`src/hdl/ssra_pkg.sv`:
```
// ----------------------------------------------------------------------------
// ssra_pkg
// shared widths, codes and control bundles of the sprite rectangle animator
// ----------------------------------------------------------------------------
package ssra_pkg;

   // field and register widths
   localparam int COORD_BITS     = 16;
   localparam int TIME_BITS      = 24;
   localparam int FIELD_BITS     = 16;
   localparam int RECT_BITS      = 64;
   localparam int PART_STRIDE    = 16;
   localparam int COUNT_BITS     = 8;
   localparam int PERIOD_BITS    = 16;
   localparam int FLAG_BITS      = 4;
   localparam int MODE_BITS      = 2;
   localparam int CSR_INDEX_BITS = 3;
   localparam int CSR_DATA_BITS  = 64;
   localparam int PART_COUNT     = 4;
   localparam int PART_IDX_BITS  = 2;

   // derived arithmetic widths
   localparam int FRAC_BITS   = 16;
   localparam int TOTAL_BITS  = COUNT_BITS + PERIOD_BITS;
   localparam int WIDE_BITS   = (TIME_BITS > TOTAL_BITS) ? TIME_BITS : TOTAL_BITS;
   localparam int QUO_BITS    = FRAC_BITS;
   localparam int MUL_BITS_A  = (COORD_BITS + 2 > FRAC_BITS + 2) ? COORD_BITS + 2
                                                                   : FRAC_BITS + 2;
   localparam int MUL_BITS    = (MUL_BITS_A > PERIOD_BITS + 1) ? MUL_BITS_A
                                                                : PERIOD_BITS + 1;
   localparam int PROD_BITS   = 2 * MUL_BITS;
   localparam int NSUM_BITS   = PROD_BITS + 1;
   localparam int MAX_STEPS   = (TIME_BITS > FRAC_BITS) ? TIME_BITS : FRAC_BITS;
   localparam int STEP_BITS   = $clog2(MAX_STEPS + 1);

   localparam logic [TIME_BITS-1:0] TIME_MAX  = '1;
   localparam logic [FRAC_BITS:0]   FRAC_FULL = {1'b1, {FRAC_BITS{1'b0}}};
   localparam logic [NSUM_BITS-1:0] ROUND_BIAS = NSUM_BITS'({FRAC_BITS{1'b1}});

   // rectangle part positions
   localparam logic [PART_IDX_BITS-1:0] PART_WIDTH  = 2'd2;
   localparam logic [PART_IDX_BITS-1:0] PART_HEIGHT = 2'd3;

   // animation modes
   typedef enum logic [MODE_BITS-1:0] {
      MODE_FIXED = 2'd0,
      MODE_TICK  = 2'd1,
      MODE_SWEEP = 2'd2
   } mode_type;

   // register map
   typedef enum logic [CSR_INDEX_BITS-1:0] {
      CSR_MODE   = 3'd0,
      CSR_START  = 3'd1,
      CSR_END    = 3'd2,
      CSR_COUNT  = 3'd3,
      CSR_PERIOD = 3'd4,
      CSR_LOOPED = 3'd5,
      CSR_FLAGS  = 3'd6
   } csr_index_type;

   // divider command and status
   typedef struct packed {
      logic                   start;
      logic [TOTAL_BITS-1:0]  rem_init;
      logic [TIME_BITS-1:0]   dividend;
      logic [TOTAL_BITS-1:0]  divisor;
      logic [STEP_BITS-1:0]   steps;
   } div_cmd_type;

   typedef struct packed {
      logic                   done;
      logic [QUO_BITS-1:0]    quotient;
   } div_rsp_type;

   // one coordinate of a packed rectangle
   function automatic logic [COORD_BITS-1:0] rect_part(
      input logic [RECT_BITS-1:0]     rect,
      input logic [PART_IDX_BITS-1:0] sel
   );
      return rect[sel * PART_STRIDE +: COORD_BITS];
   endfunction

endpackage

```
`src/hdl/ssra_div.sv`:
```
// ----------------------------------------------------------------------------
// ssra_div
// restoring divider, one quotient bit per clock, reused for frame and fraction
// ----------------------------------------------------------------------------
module ssra_div
   import ssra_pkg::*;
(
   input  logic        clock,
   input  logic        reset,
   input  div_cmd_type div_cmd,
   output div_rsp_type div_rsp
);

   logic                  busy_ff, busy_in;
   logic                  done_ff, done_in;
   logic [TOTAL_BITS-1:0] rem_ff, rem_in;
   logic [TIME_BITS-1:0]  dvd_ff, dvd_in;
   logic [TOTAL_BITS-1:0] dsr_ff, dsr_in;
   logic [QUO_BITS-1:0]   quo_ff, quo_in;
   logic [STEP_BITS-1:0]  cnt_ff, cnt_in;

   logic [TOTAL_BITS:0]   rem_shift;
   logic [TOTAL_BITS:0]   rem_diff;
   logic                  fits;

   // shared subtract and compare
   assign rem_shift = {rem_ff, dvd_ff[TIME_BITS-1]};
   assign fits      = rem_shift >= (TOTAL_BITS+1)'(dsr_ff);
   assign rem_diff  = rem_shift - (TOTAL_BITS+1)'(dsr_ff);

   // next step
   always_comb begin
      busy_in = busy_ff;
      done_in = 1'b0;
      rem_in  = rem_ff;
      dvd_in  = dvd_ff;
      dsr_in  = dsr_ff;
      quo_in  = quo_ff;
      cnt_in  = cnt_ff;
      if (div_cmd.start) begin
         busy_in = 1'b1;
         rem_in  = div_cmd.rem_init;
         dvd_in  = div_cmd.dividend;
         dsr_in  = div_cmd.divisor;
         quo_in  = '0;
         cnt_in  = div_cmd.steps;
      end else if (busy_ff) begin
         rem_in = fits ? rem_diff[TOTAL_BITS-1:0] : rem_shift[TOTAL_BITS-1:0];
         dvd_in = {dvd_ff[TIME_BITS-2:0], 1'b0};
         quo_in = {quo_ff[QUO_BITS-2:0], fits};
         cnt_in = cnt_ff - STEP_BITS'(1);
         if (cnt_ff == STEP_BITS'(1)) begin
            busy_in = 1'b0;
            done_in = 1'b1;
         end
      end
   end

   always_ff @(posedge clock) begin
      if (reset) begin
         busy_ff <= 1'b0;
         done_ff <= 1'b0;
      end else begin
         busy_ff <= busy_in;
         done_ff <= done_in;
      end
      rem_ff <= rem_in;
      dvd_ff <= dvd_in;
      dsr_ff <= dsr_in;
      quo_ff <= quo_in;
      cnt_ff <= cnt_in;
   end

   assign div_rsp.done     = done_ff;
   assign div_rsp.quotient = quo_ff;

endmodule

```
`src/hdl/ssra_mul.sv`:
```
// ----------------------------------------------------------------------------
// ssra_mul
// shared signed multiplier with a registered product
// ----------------------------------------------------------------------------
module ssra_mul
   import ssra_pkg::*;
(
   input  logic                        clock,
   input  logic                        mul_go,
   input  logic signed [MUL_BITS-1:0]  mul_a,
   input  logic signed [MUL_BITS-1:0]  mul_b,
   output logic signed [PROD_BITS-1:0] mul_product
);

   logic signed [PROD_BITS-1:0] product_ff, product_in;

   // product captured only when a multiply is issued
   always_comb begin
      product_in = product_ff;
      if (mul_go) begin
         product_in = PROD_BITS'(mul_a) * PROD_BITS'(mul_b);
      end
   end

   always_ff @(posedge clock) begin
      product_ff <= product_in;
   end

   assign mul_product = product_ff;

endmodule

```
`src/hdl/sprite_source_rect_animator.sv`:
```
// ----------------------------------------------------------------------------
// sprite_source_rect_animator
// source rectangle animator: time accumulator, frame stepping and sweep
// ----------------------------------------------------------------------------
// Usage: each req_ transaction is one tick carrying the elapsed time. The
// block answers every tick with exactly one rsp_ transaction holding the
// source rectangle (x, y, width, height). The user must write registers
// through the csr_ port only while no tick is in flight; the block does
// not enforce this. Any write to a valid index clears the time accumulator.
// Path from tick acceptance to rsp_valid: fixed mode and animations too
// short to step go straight to the output; the others first multiply
// frame count by period, then tick mode wraps, clamps or divides (frame =
// time / period) and sweep mode clamps at or past its end or divides for
// a fraction on the one-bit-per-clock divider, followed by four multiply
// and add passes on the single shared multiplier.
// One tick is in flight at a time; req_ready is high only while idle.
// The result sits in an output register, so a new tick is accepted while
// the previous result waits; a stalled receiver holds the finished result
// there and the sequencer waits before overwriting it.
// Reset clears the accumulator, loads the register reset values and drops
// rsp_valid.
// ----------------------------------------------------------------------------
module sprite_source_rect_animator
   import ssra_pkg::*;
(
   input  logic                          clock,
   input  logic                          reset,
   // tick input
   input  logic                          req_valid,
   output logic                          req_ready,
   input  logic [FIELD_BITS-1:0]         req_elapsed,
   // rectangle output
   output logic                          rsp_valid,
   input  logic                          rsp_ready,
   output logic signed [FIELD_BITS-1:0]  rsp_rect_x,
   output logic signed [FIELD_BITS-1:0]  rsp_rect_y,
   output logic [FIELD_BITS-1:0]         rsp_rect_width,
   output logic [FIELD_BITS-1:0]         rsp_rect_height,
   // register writes
   input  logic                          csr_we,
   input  logic [CSR_INDEX_BITS-1:0]     csr_index,
   input  logic [CSR_DATA_BITS-1:0]      csr_wdata
);

   typedef enum logic [2:0] {
      ST_IDLE,
      ST_TOTAL,
      ST_FRAC,
      ST_DIV,
      ST_MUL,
      ST_ADD,
      ST_DONE
   } state_type;

   state_type state_ff, state_in;

   // configuration
   logic [MODE_BITS-1:0]   mode_ff, mode_in;
   logic [RECT_BITS-1:0]   start_ff, start_in;
   logic [RECT_BITS-1:0]   end_ff, end_in;
   logic [COUNT_BITS-1:0]  count_ff, count_in;
   logic [PERIOD_BITS-1:0] period_ff, period_in;
   logic                   looped_ff, looped_in;
   logic [FLAG_BITS-1:0]   flags_ff, flags_in;

   // working state
   logic [TIME_BITS-1:0]     acc_ff, acc_in;
   logic [TOTAL_BITS-1:0]    total_ff, total_in;
   logic [COUNT_BITS-1:0]    frame_ff, frame_in;
   logic [FRAC_BITS:0]       frac_ff, frac_in;
   logic [PART_IDX_BITS-1:0] idx_ff, idx_in;
   logic [COORD_BITS-1:0]    v_ff [PART_COUNT];
   logic [COORD_BITS-1:0]    v_in [PART_COUNT];

   // output register
   logic                   rsp_valid_ff, rsp_valid_in;
   logic [FIELD_BITS-1:0]  rsp_x_ff, rsp_x_in;
   logic [FIELD_BITS-1:0]  rsp_y_ff, rsp_y_in;
   logic [FIELD_BITS-1:0]  rsp_w_ff, rsp_w_in;
   logic [FIELD_BITS-1:0]  rsp_h_ff, rsp_h_in;

   // shared units
   logic                        mul_go;
   logic signed [MUL_BITS-1:0]  mul_a;
   logic signed [MUL_BITS-1:0]  mul_b;
   logic signed [PROD_BITS-1:0] mul_product;
   div_cmd_type                 div_cmd;
   div_rsp_type                 div_rsp;

   // helpers
   logic [TIME_BITS:0]           acc_sum;
   logic [TIME_BITS-1:0]         acc_sat;
   logic [PERIOD_BITS-1:0]       period_eff;
   logic [TOTAL_BITS-1:0]        total_now;
   logic [WIDE_BITS-1:0]         acc_wide;
   logic [WIDE_BITS-1:0]         total_now_wide;
   logic [WIDE_BITS-1:0]         total_ff_wide;
   logic                         reached_now;
   logic                         reached_frac;
   logic [TIME_BITS-1:0]         total_sat;
   logic [COORD_BITS-1:0]        start_part;
   logic [COORD_BITS-1:0]        end_part;
   logic [COORD_BITS-1:0]        size_part;
   logic                         signed_part;
   logic signed [COORD_BITS:0]   s_ext;
   logic signed [COORD_BITS:0]   e_ext;
   logic signed [COORD_BITS+1:0] diff;
   logic signed [NSUM_BITS-1:0]  n_sum;
   logic signed [NSUM_BITS-1:0]  n_adj;
   logic signed [NSUM_BITS-1:0]  n_quot;
   logic [COORD_BITS-1:0]        sweep_part;
   logic [COORD_BITS-1:0]        tick_part;

   ssra_mul u_mul (
      .clock       (clock),
      .mul_go      (mul_go),
      .mul_a       (mul_a),
      .mul_b       (mul_b),
      .mul_product (mul_product)
   );

   ssra_div u_div (
      .clock   (clock),
      .reset   (reset),
      .div_cmd (div_cmd),
      .div_rsp (div_rsp)
   );

   // saturating time accumulation
   assign acc_sum    = {1'b0, acc_ff} + (TIME_BITS+1)'(req_elapsed);
   assign acc_sat    = acc_sum[TIME_BITS] ? TIME_MAX : acc_sum[TIME_BITS-1:0];
   assign period_eff = (period_ff == '0) ? PERIOD_BITS'(1) : period_ff;

   // end of animation checks
   assign total_now      = mul_product[TOTAL_BITS-1:0];
   assign acc_wide       = WIDE_BITS'(acc_ff);
   assign total_now_wide = WIDE_BITS'(total_now);
   assign total_ff_wide  = WIDE_BITS'(total_ff);
   assign reached_now    = acc_wide >= total_now_wide;
   assign reached_frac   = acc_wide >= total_ff_wide;
   assign total_sat      = (total_now_wide > WIDE_BITS'(TIME_MAX))
                           ? TIME_MAX : total_now_wide[TIME_BITS-1:0];

   // current rectangle part; x and y are signed, sizes unsigned
   assign start_part  = rect_part(start_ff, idx_ff);
   assign end_part    = rect_part(end_ff, idx_ff);
   assign size_part   = rect_part(start_ff, idx_ff[0] ? PART_HEIGHT : PART_WIDTH);
   assign signed_part = ~idx_ff[1];
   assign s_ext       = {signed_part & start_part[COORD_BITS-1], start_part};
   assign e_ext       = {signed_part & end_part[COORD_BITS-1], end_part};
   assign diff        = (COORD_BITS+2)'(e_ext) - (COORD_BITS+2)'(s_ext);

   // sweep: (s << 16) + (e - s) * f, truncated toward zero
   assign n_sum      = (NSUM_BITS'(s_ext) <<< FRAC_BITS) + NSUM_BITS'(mul_product);
   assign n_adj      = n_sum[NSUM_BITS-1] ? (n_sum + ROUND_BIAS) : n_sum;
   assign n_quot     = n_adj >>> FRAC_BITS;
   assign sweep_part = n_quot[COORD_BITS-1:0];

   // tick: start plus size times frame where the flag is set
   assign tick_part = flags_ff[idx_ff] ? (start_part + mul_product[COORD_BITS-1:0])
                                       : start_part;

   // sequencer
   always_comb begin
      state_in     = state_ff;
      mode_in      = mode_ff;
      start_in     = start_ff;
      end_in       = end_ff;
      count_in     = count_ff;
      period_in    = period_ff;
      looped_in    = looped_ff;
      flags_in     = flags_ff;
      acc_in       = acc_ff;
      total_in     = total_ff;
      frame_in     = frame_ff;
      frac_in      = frac_ff;
      idx_in       = idx_ff;
      v_in         = v_ff;
      rsp_valid_in = rsp_valid_ff;
      rsp_x_in     = rsp_x_ff;
      rsp_y_in     = rsp_y_ff;
      rsp_w_in     = rsp_w_ff;
      rsp_h_in     = rsp_h_ff;
      mul_go       = 1'b0;
      mul_a        = '0;
      mul_b        = '0;
      div_cmd      = '0;

      // result taken by the receiver
      if (rsp_valid_ff && rsp_ready) begin
         rsp_valid_in = 1'b0;
      end

      case (state_ff)
         ST_IDLE: begin
            if (req_valid) begin
               acc_in = acc_sat;
               idx_in = '0;
               for (int i = 0; i < PART_COUNT; i++) begin
                  v_in[i] = rect_part(start_ff, PART_IDX_BITS'(i));
               end
               if ((mode_ff == MODE_TICK && count_ff > COUNT_BITS'(1)) ||
                   (mode_ff == MODE_SWEEP && count_ff != '0)) begin
                  // animation length = frame count times period
                  mul_go   = 1'b1;
                  mul_a    = MUL_BITS'(count_ff);
                  mul_b    = MUL_BITS'(period_eff);
                  state_in = ST_TOTAL;
               end else begin
                  if (mode_ff != MODE_TICK && mode_ff != MODE_SWEEP) begin
                     acc_in = '0;
                  end
                  state_in = ST_DONE;
               end
            end
         end
         ST_TOTAL: begin
            total_in = total_now;
            if (reached_now) begin
               acc_in = looped_ff ? (acc_ff - total_now_wide[TIME_BITS-1:0]) : total_sat;
            end
            if (mode_ff == MODE_TICK) begin
               if (reached_now) begin
                  frame_in = looped_ff ? '0 : count_ff;
                  state_in = ST_MUL;
               end else begin
                  // frame = time / period
                  div_cmd.start    = 1'b1;
                  div_cmd.rem_init = '0;
                  div_cmd.dividend = acc_ff;
                  div_cmd.divisor  = TOTAL_BITS'(period_eff);
                  div_cmd.steps    = STEP_BITS'(TIME_BITS);
                  state_in         = ST_DIV;
               end
            end else begin
               state_in = ST_FRAC;
            end
         end
         ST_FRAC: begin
            if (reached_frac) begin
               frac_in  = FRAC_FULL;
               state_in = ST_MUL;
            end else begin
               // fraction = time * 2^16 / total
               div_cmd.start    = 1'b1;
               div_cmd.rem_init = acc_wide[TOTAL_BITS-1:0];
               div_cmd.dividend = '0;
               div_cmd.divisor  = total_ff;
               div_cmd.steps    = STEP_BITS'(FRAC_BITS);
               state_in         = ST_DIV;
            end
         end
         ST_DIV: begin
            if (div_rsp.done) begin
               if (mode_ff == MODE_TICK) begin
                  frame_in = div_rsp.quotient[COUNT_BITS-1:0];
               end else begin
                  frac_in = {1'b0, div_rsp.quotient};
               end
               state_in = ST_MUL;
            end
         end
         ST_MUL: begin
            mul_go = 1'b1;
            if (mode_ff == MODE_TICK) begin
               mul_a = MUL_BITS'(size_part);
               mul_b = MUL_BITS'(frame_ff);
            end else begin
               mul_a = MUL_BITS'(diff);
               mul_b = MUL_BITS'(frac_ff);
            end
            state_in = ST_ADD;
         end
         ST_ADD: begin
            v_in[idx_ff] = (mode_ff == MODE_TICK) ? tick_part : sweep_part;
            if (idx_ff == PART_IDX_BITS'(PART_COUNT - 1)) begin
               state_in = ST_DONE;
            end else begin
               idx_in   = idx_ff + PART_IDX_BITS'(1);
               state_in = ST_MUL;
            end
         end
         ST_DONE: begin
            // wait for a free output register
            if (!rsp_valid_ff || rsp_ready) begin
               rsp_valid_in = 1'b1;
               rsp_x_in     = FIELD_BITS'(signed'(v_ff[0]));
               rsp_y_in     = FIELD_BITS'(signed'(v_ff[1]));
               rsp_w_in     = FIELD_BITS'(v_ff[2]);
               rsp_h_in     = FIELD_BITS'(v_ff[3]);
               state_in     = ST_IDLE;
            end
         end
         default: begin
            state_in = ST_IDLE;
         end
      endcase

      // register writes, each clears the accumulator
      if (csr_we) begin
         case (csr_index)
            CSR_MODE: begin
               mode_in = csr_wdata[MODE_BITS-1:0];
               acc_in  = '0;
            end
            CSR_START: begin
               start_in = csr_wdata[RECT_BITS-1:0];
               acc_in   = '0;
            end
            CSR_END: begin
               end_in = csr_wdata[RECT_BITS-1:0];
               acc_in = '0;
            end
            CSR_COUNT: begin
               count_in = csr_wdata[COUNT_BITS-1:0];
               acc_in   = '0;
            end
            CSR_PERIOD: begin
               period_in = csr_wdata[PERIOD_BITS-1:0];
               acc_in    = '0;
            end
            CSR_LOOPED: begin
               looped_in = csr_wdata[0];
               acc_in    = '0;
            end
            CSR_FLAGS: begin
               flags_in = csr_wdata[FLAG_BITS-1:0];
               acc_in   = '0;
            end
            default: begin
            end
         endcase
      end
   end

   always_ff @(posedge clock) begin
      if (reset) begin
         state_ff     <= ST_IDLE;
         rsp_valid_ff <= 1'b0;
         mode_ff      <= '0;
         start_ff     <= '0;
         end_ff       <= '0;
         count_ff     <= '0;
         period_ff    <= PERIOD_BITS'(1);
         looped_ff    <= 1'b0;
         flags_ff     <= '0;
         acc_ff       <= '0;
      end else begin
         state_ff     <= state_in;
         rsp_valid_ff <= rsp_valid_in;
         mode_ff      <= mode_in;
         start_ff     <= start_in;
         end_ff       <= end_in;
         count_ff     <= count_in;
         period_ff    <= period_in;
         looped_ff    <= looped_in;
         flags_ff     <= flags_in;
         acc_ff       <= acc_in;
      end
      total_ff <= total_in;
      frame_ff <= frame_in;
      frac_ff  <= frac_in;
      idx_ff   <= idx_in;
      v_ff     <= v_in;
      rsp_x_ff <= rsp_x_in;
      rsp_y_ff <= rsp_y_in;
      rsp_w_ff <= rsp_w_in;
      rsp_h_ff <= rsp_h_in;
   end

   assign req_ready       = (state_ff == ST_IDLE);
   assign rsp_valid       = rsp_valid_ff;
   assign rsp_rect_x      = rsp_x_ff;
   assign rsp_rect_y      = rsp_y_ff;
   assign rsp_rect_width  = rsp_w_ff;
   assign rsp_rect_height = rsp_h_ff;

endmodule

```
`config.mk`:
```
export PLATFORM = sky130hd
export DESIGN_NAME = sprite_source_rect_animator
export DESIGN_NICKNAME = d
export VERILOG_FILES = /design/src/hdl/ssra_pkg.sv /design/src/hdl/ssra_div.sv /design/src/hdl/ssra_mul.sv /design/src/hdl/sprite_source_rect_animator.sv
export SDC_FILE = /design/constraint.sdc
export NUM_CORES = 2
export LEC_CHECK = 0
export BUFFER_PORTS_ARGS = -buffer_cell sky130_fd_sc_hd__buf_2
export CORE_MARGIN = 8
export CORE_UTILIZATION = 40
export DETAILED_ROUTE_END_ITERATION = 16
export PLACE_DENSITY = 0.6
export SLEW_MARGIN = 20
export SYNTH_ARGS = -nofsm -noshare
export SYNTH_HDL_FRONTEND = slang
export SYNTH_SLANG_ARGS = --single-unit
```
`constraint.sdc`:
```
create_clock -name clock -period 27 [get_ports clock]
set_input_delay 1.35 -clock clock [delete_from_list [all_inputs] [get_ports clock]]
set_output_delay 1.35 -clock clock [all_outputs]
set_load 0.01 [all_outputs]
```
Word-level counts from Yosys, hierarchy flattened:

Index checks and enable logic that the tools add are counted.
W data, S select, Z words.

* register bits: 497
* input bits: 88
* output and inout port bits: 66
* word-level logic and storage cells: 187

* $add $sub $neg: 9
* multiply operators: 1
* order comparisons: 8
* eq/ne operators: 27
* shifts and indexed selects: 3
* multiplexer cells: 73
* bitwise operators: 5
* reduce and logical (&&, ||, !) cells: 31

Operators by type and width (count)
* $mux W24: 14
* $mux W78: 3
* $shiftx A64 B7 Y16: 3
* $pmux W78 S2: 1
* $pmux W64 S2: 1
* $mux W16: 6
* $mux W17: 4
* $pmux W17 S2: 2
* $bwmux W64: 1
* $mux W64: 1
* $mux W8: 7
* $ge A24 B24 Y1: 2
* $pmux W24 S2: 1
* $sub A24 B24 Y24: 2
* $add A33 B36 Y37: 1
* $mul A18 B18 Y36: 1
* $pmux W18 S2: 1
* $add A32 B16 Y32 const B: 1
* $demux W16 S2: 1
* $mux W32: 1
* $add A24 B16 Y25: 1
* $ge A25 B24 Y1: 1
* $gt A24 B24 Y1 const B: 1
* $mux W3: 7
* other kinds (41): 93

Longest topological paths before layout:

* word-level depth: 8
* mapped depth: 42
* depth with buffers taken out: 38

Hierarchy:

Synthesis repeated with hierarchy kept, for this count alone.

* cells, all modules: 4182
* area, all modules: 39638.0 um^2

By module, submodules not included
* sprite_source_rect_animator: instances 1, cells an instance 2333, area each 21159.0 um^2, sequential area each 9118.7 um^2
* ssra_mul: instances 1, cells an instance 1373, area each 13175.1 um^2, sequential area each 1081.0 um^2
* ssra_div: instances 1, cells an instance 476, area each 5303.8 um^2, sequential area each 2672.6 um^2

Least setup slack after synthesis:

No wires, ideal clock.

* path kind: reg-to-reg
* start: register idx_ff[0]
* end: register u_mul.product_ff[31], in the netlist u_mul.mul_product[31] (data pin)
* arrival time: 9.548 ns
* required time: 26.740 ns
* slack: 17.192 ns
* cell stages (with the launch flop): 40
* path through: edfxtp_1 > buf_2 > buf_2 > buf_2 > buf_2 > mux4_2 > inv_1 > ha_1 > inv_1 > fa_1 > a21o_1 > a21oi_1 > nor2b_1 > o211ai_1 > nand3b_1 > xnor2_1 > a21oi_1 > clkbuf_1 > [... 4 more ...] > inv_1 > fa_1 > fa_1 > inv_1 > fa_1 > inv_1 > ha_1 > clkbuf_1 > a21o_1 > a211oi_1 > inv_1 > o31ai_1 > o21ai_1 > a211oi_2 > a21oi_1 > a21o_1 > a21oi_1 > xnor2_1

* cells in the longest elaborated chain, start to end: 6

Ends and longest elaborated chain
* from (decl): line sprite_source_rect_animator.sv:71 `logic [PART_IDX_BITS-1:0] idx_ff, idx_in;`
* from (signal assigned): line sprite_source_rect_animator.sv:363 `idx_ff <= idx_in;`
* $shiftx A64 B7 Y16: line ssra_pkg.sv:81 `return rect[sel * PART_STRIDE +: COORD_BITS];`
* $and A1 B1 Y1 (on tied branches): line sprite_source_rect_animator.sv:150, sprite_source_rect_animator.sv:149
* $sub A17 B17 Y18: line sprite_source_rect_animator.sv:151 `assign diff = (COORD_BITS+2)'(e_ext) - (COORD_BITS+2)'(s_ext);`
* $mux W18 *: line sprite_source_rect_animator.sv:265 `if (mode_ff == MODE_TICK) begin`
* $pmux W18 S2 *: line sprite_source_rect_animator.sv:194 `case (state_ff)`
* $mul A18 B18 Y36 *: line ssra_mul.sv:21 `product_in = PROD_BITS'(mul_a) * PROD_BITS'(mul_b);`
* to (signal assigned): line ssra_mul.sv:26 `product_ff <= product_in;`
* to (decl): line ssra_mul.sv:15 `logic signed [PROD_BITS-1:0] product_ff, product_in;`

Mark *: on every way between the ends. The rest lies on a longest branch, timed or not.
A chain may end at the register's enable or synchronous reset.

Worst setup path after layout:

Ends and elaborated chain as after synthesis.

==> metrics.cfg <==
[run_status]
status=complete, no violations

[finish]
nFillCells=9483
syn_to_final_growth_pct=10.3
layout-drive-gt1-share=0.0910
nNetsFinal=4913

[run]
cap_viol_max_count=0

[critical_path]
startpoint_type=flop
crit_path_end_kind=flop
critical-path-max-stage-delay_ns=0.92
crit_fanout=56
required_ns=27.36
crit_top_cell=fa_1
path_class=flop to flop
crit_slowest_cell=nor2b_1
arrival_ns=11.35

[yosys]
avgSynthCellArea_um2=9.22
synth_fp_nets=4830
ys_ff_latch=497
synthFlopType=edfxtp_1
yosys_warnings=0
syn-instance-count=4192
synth_edf_count=292
ys_seq_area_frac=0.333
syn-cell-area_mm2=0.0387
ys_types=95
async_reset_ff_frac=0

[detailed_routing]
routed_wl_mm=126
drc_errors=0
drt_iter0_drc=3591
first_pass_iters=8
wl_per_cell_um=22.4
vias_per_cell=5.54
ant_nets=0
vias=31100

[power_and_ir_drop]
finalPower_mw=3.78
power_density_mw_per_mm2=88.6
leakage_nw=18.3
peakVddDrop_mv=0.0620

[floorplanning]
initial_core_util=0.402
rows=114
die_y_um=327
dieWidth_um=327
ios=154
core-area_mm2=0.0963
dieArea_mm2=0.107

[timing]
rsz0062_at_grt=no
hold_viol_final=0
finalSetupViolations=0
maxClockFrequency_ghz=0.0910
tns_ns=0
slew_violations=0
setup_ws_ns=16.01
post-route-period-util=0.407
fin_skew_ns=0.0378
relSlewSlack=0.226
worst_slew_pin_slew_ns=1.16
finalCriticalPeriod_ns=10.99

[clocking]
clk_latency_ns=0.64
cts_resized=0
cts_tree=yes
cts_hold_buf=0
root_buffer=clkbuf_16
cts_buffers=55
clock_path_buffers=3
postCtsSetupBuffers=0
numClockSinks=497
htreeDepth=2
path_clk_slew_ns=0.07

[global_routing]
antenna_found_initial=12
overflow=0
grt_pass1_wl_mm=190
grt_pass1_vias=30100
grt_start_max_net_pins=99
grt.total_usage=0.229

[place]
dpl.hpwl_mm=97.3
port_buffers=153
place_ws_ns=16.14
gp_congestion=0.939

[hold_path]
hp-class=flop to flop

## power by group
part	switching [mW]	total, mW	internal, mW
Sequential	0.105	1.14	1.04
Clock	0.323	0.762	0.438
Combinational	1.19	1.87	0.683
## cells in the mapped netlist, drive strengths merged (5+ instances only)
cell type | number | area [um^2]
a22o | 77 | 674
clkbuf | 147 | 553
and3 | 47 | 294
mux4 | 16 | 360
or3 | 8 | 50.1
dfxtp | 205 | 4100
a21o | 61 | 458
and2 | 39 | 244
a221oi | 10 | 87.6
nor2 | 298 | 1120
a31o | 7 | 61.3
or2 | 17 | 106
edfxtp | 292 | 8770
a31oi | 24 | 150
nor2b | 48 | 300
nor3 | 44 | 225
nor4 | 17 | 113
xor2 | 41 | 359
o21a | 15 | 113
o31ai | 27 | 213
ha | 239 | 2990
mux2i | 55 | 551
nand3b | 9 | 67.6
nand2b | 36 | 225
nand2 | 662 | 2480
fa | 311 | 6230
o21bai | 20 | 154
a21boi | 5 | 37.5
inv | 528 | 1980
buf | 26 | 111
a211oi | 31 | 273
o41ai | 7 | 61.3
nor3b | 6 | 45.0
a22oi | 27 | 203
o211ai | 8 | 60.1
a211o | 6 | 52.6
nand4 | 17 | 106
xnor2 | 93 | 815
o21ai | 169 | 861
nand3 | 48 | 240
a2111oi | 5 | 68.8
mux2 | 24 | 270
a21oi | 355 | 1790
## cells in the final DEF, fill, tap and decap left out, types with 19 or more instances in the layout
| cell | count |
|---|---|
| a211oi_1 | 23 |
| a21o_1 | 61 |
| a21oi_1 | 352 |
| a22o_1 | 77 |
| a22oi_1 | 27 |
| a31oi_1 | 24 |
| and2_1 | 36 |
| and3_1 | 47 |
| buf_2 | 152 |
| buf_4 | 46 |
| clkbuf_16 | 59 |
| dfxtp_1 | 205 |
| edfxtp_1 | 292 |
| fa_1 | 311 |
| ha_1 | 238 |
| inv_1 | 526 |
| mux2_2 | 24 |
| mux2i_1 | 55 |
| nand2_1 | 660 |
| nand2b_1 | 34 |
| nand3_1 | 48 |
| nor2_1 | 298 |
| nor2b_1 | 47 |
| nor3_1 | 42 |
| o21ai_0 | 150 |
| o21bai_1 | 19 |
| o31ai_1 | 25 |
| xnor2_1 | 93 |
| xor2_1 | 41 |
## cell type report
cell class                      instances  area (um^2)  share of cell area
Clock buffer                           76         1610              0.0379
Antenna cell                            8         20.0            0.000470
Tap cell                             1276         1600              0.0374
Timing Repair Buffer                  199         1130              0.0264
Clock inverter                         26          220             0.00516
Sequential cell                       497        12900               0.302
Multi-Input combinational cell       2993        23200               0.544
Inverter                              529         1990              0.0466
## metal layers
metal  vias up  global-route usage  share of wire
met5         -                   0        0.00051
met4        10              0.0613          0.029
met3       207              0.0380          0.084
met2      1175               0.353           0.44
met1     15300               0.332           0.44
li1      14400                   -              -
## worst max-delay path, delay by kind of cell, from the launching register on
family,cells,cell delay [ns]
fa+ha+maj,8,3.73
compound gates,13,3.26
simple gates,5,1.68
buf+inv,5,0.90
mux,1,0.43
xor+xnor,2,0.35
flops,1,0.32
## logic make-up (layout without fill, tap and decap cells)
family / count (synthesis) / after routing / share of synthesized area
AOI/OAI and AO/OA: 900 / 900 / 0.149
xor gates and xnor gates: 134 / 134 / 0.0304
adders and majority gates: 554 / 554 / 0.239
DFF: 497 / 497 / 0.333
muxes: 95 / 95 / 0.0306
other: 0 / 8 / 0
and+or+nand+nor: 1310 / 1310 / 0.149
buffers and inverters: 702 / 830 / 0.0686
## per-stage QoR
| stage | std cells | utilization | area, um^2 | hold WS (ns) |
|---|---|---|---|---|
| after floorplan | 4192 | - | 38700 | 0.400 |
| after global placement | 5493 | 0.423 | 40800 | 0.400 |
| after detailed placement | 5493 | 0.423 | 40800 | 0.405 |
| after CTS | 5595 | 0.442 | 42600 | 0.413 |
| after global routing | 5598 | 0.443 | 42600 | 0.421 |
| final | 5604 | 0.443 | 42600 | 0.411 |
## sequential cells by signal, indices dropped and copies added (netlist names), 17 cells and up
register,flops
u_mul.mul_product,36
total_ff,24
u_div.dsr_ff,24
v_ff,64
u_div.rem_ff,24
frac_ff,17
acc_ff,24
end_ff,64
start_ff,64
u_div.dvd_ff,24
## worst paths after layout
path / startpoint / to / slack [ns] / depth (start not counted)
max reg2reg: idx_ff[0] / u_mul.mul_product[31] / 16.01 / 34
min reg2reg: v_ff[33] / rsp_rect_y[1] / 0.41 / 0
min: v_ff[33] / rsp_rect_y[1] / 0.41 / 0
max: idx_ff[0] / u_mul.mul_product[31] / 16.01 / 34
No activity file was read; power rests on OpenSTA's default activity.
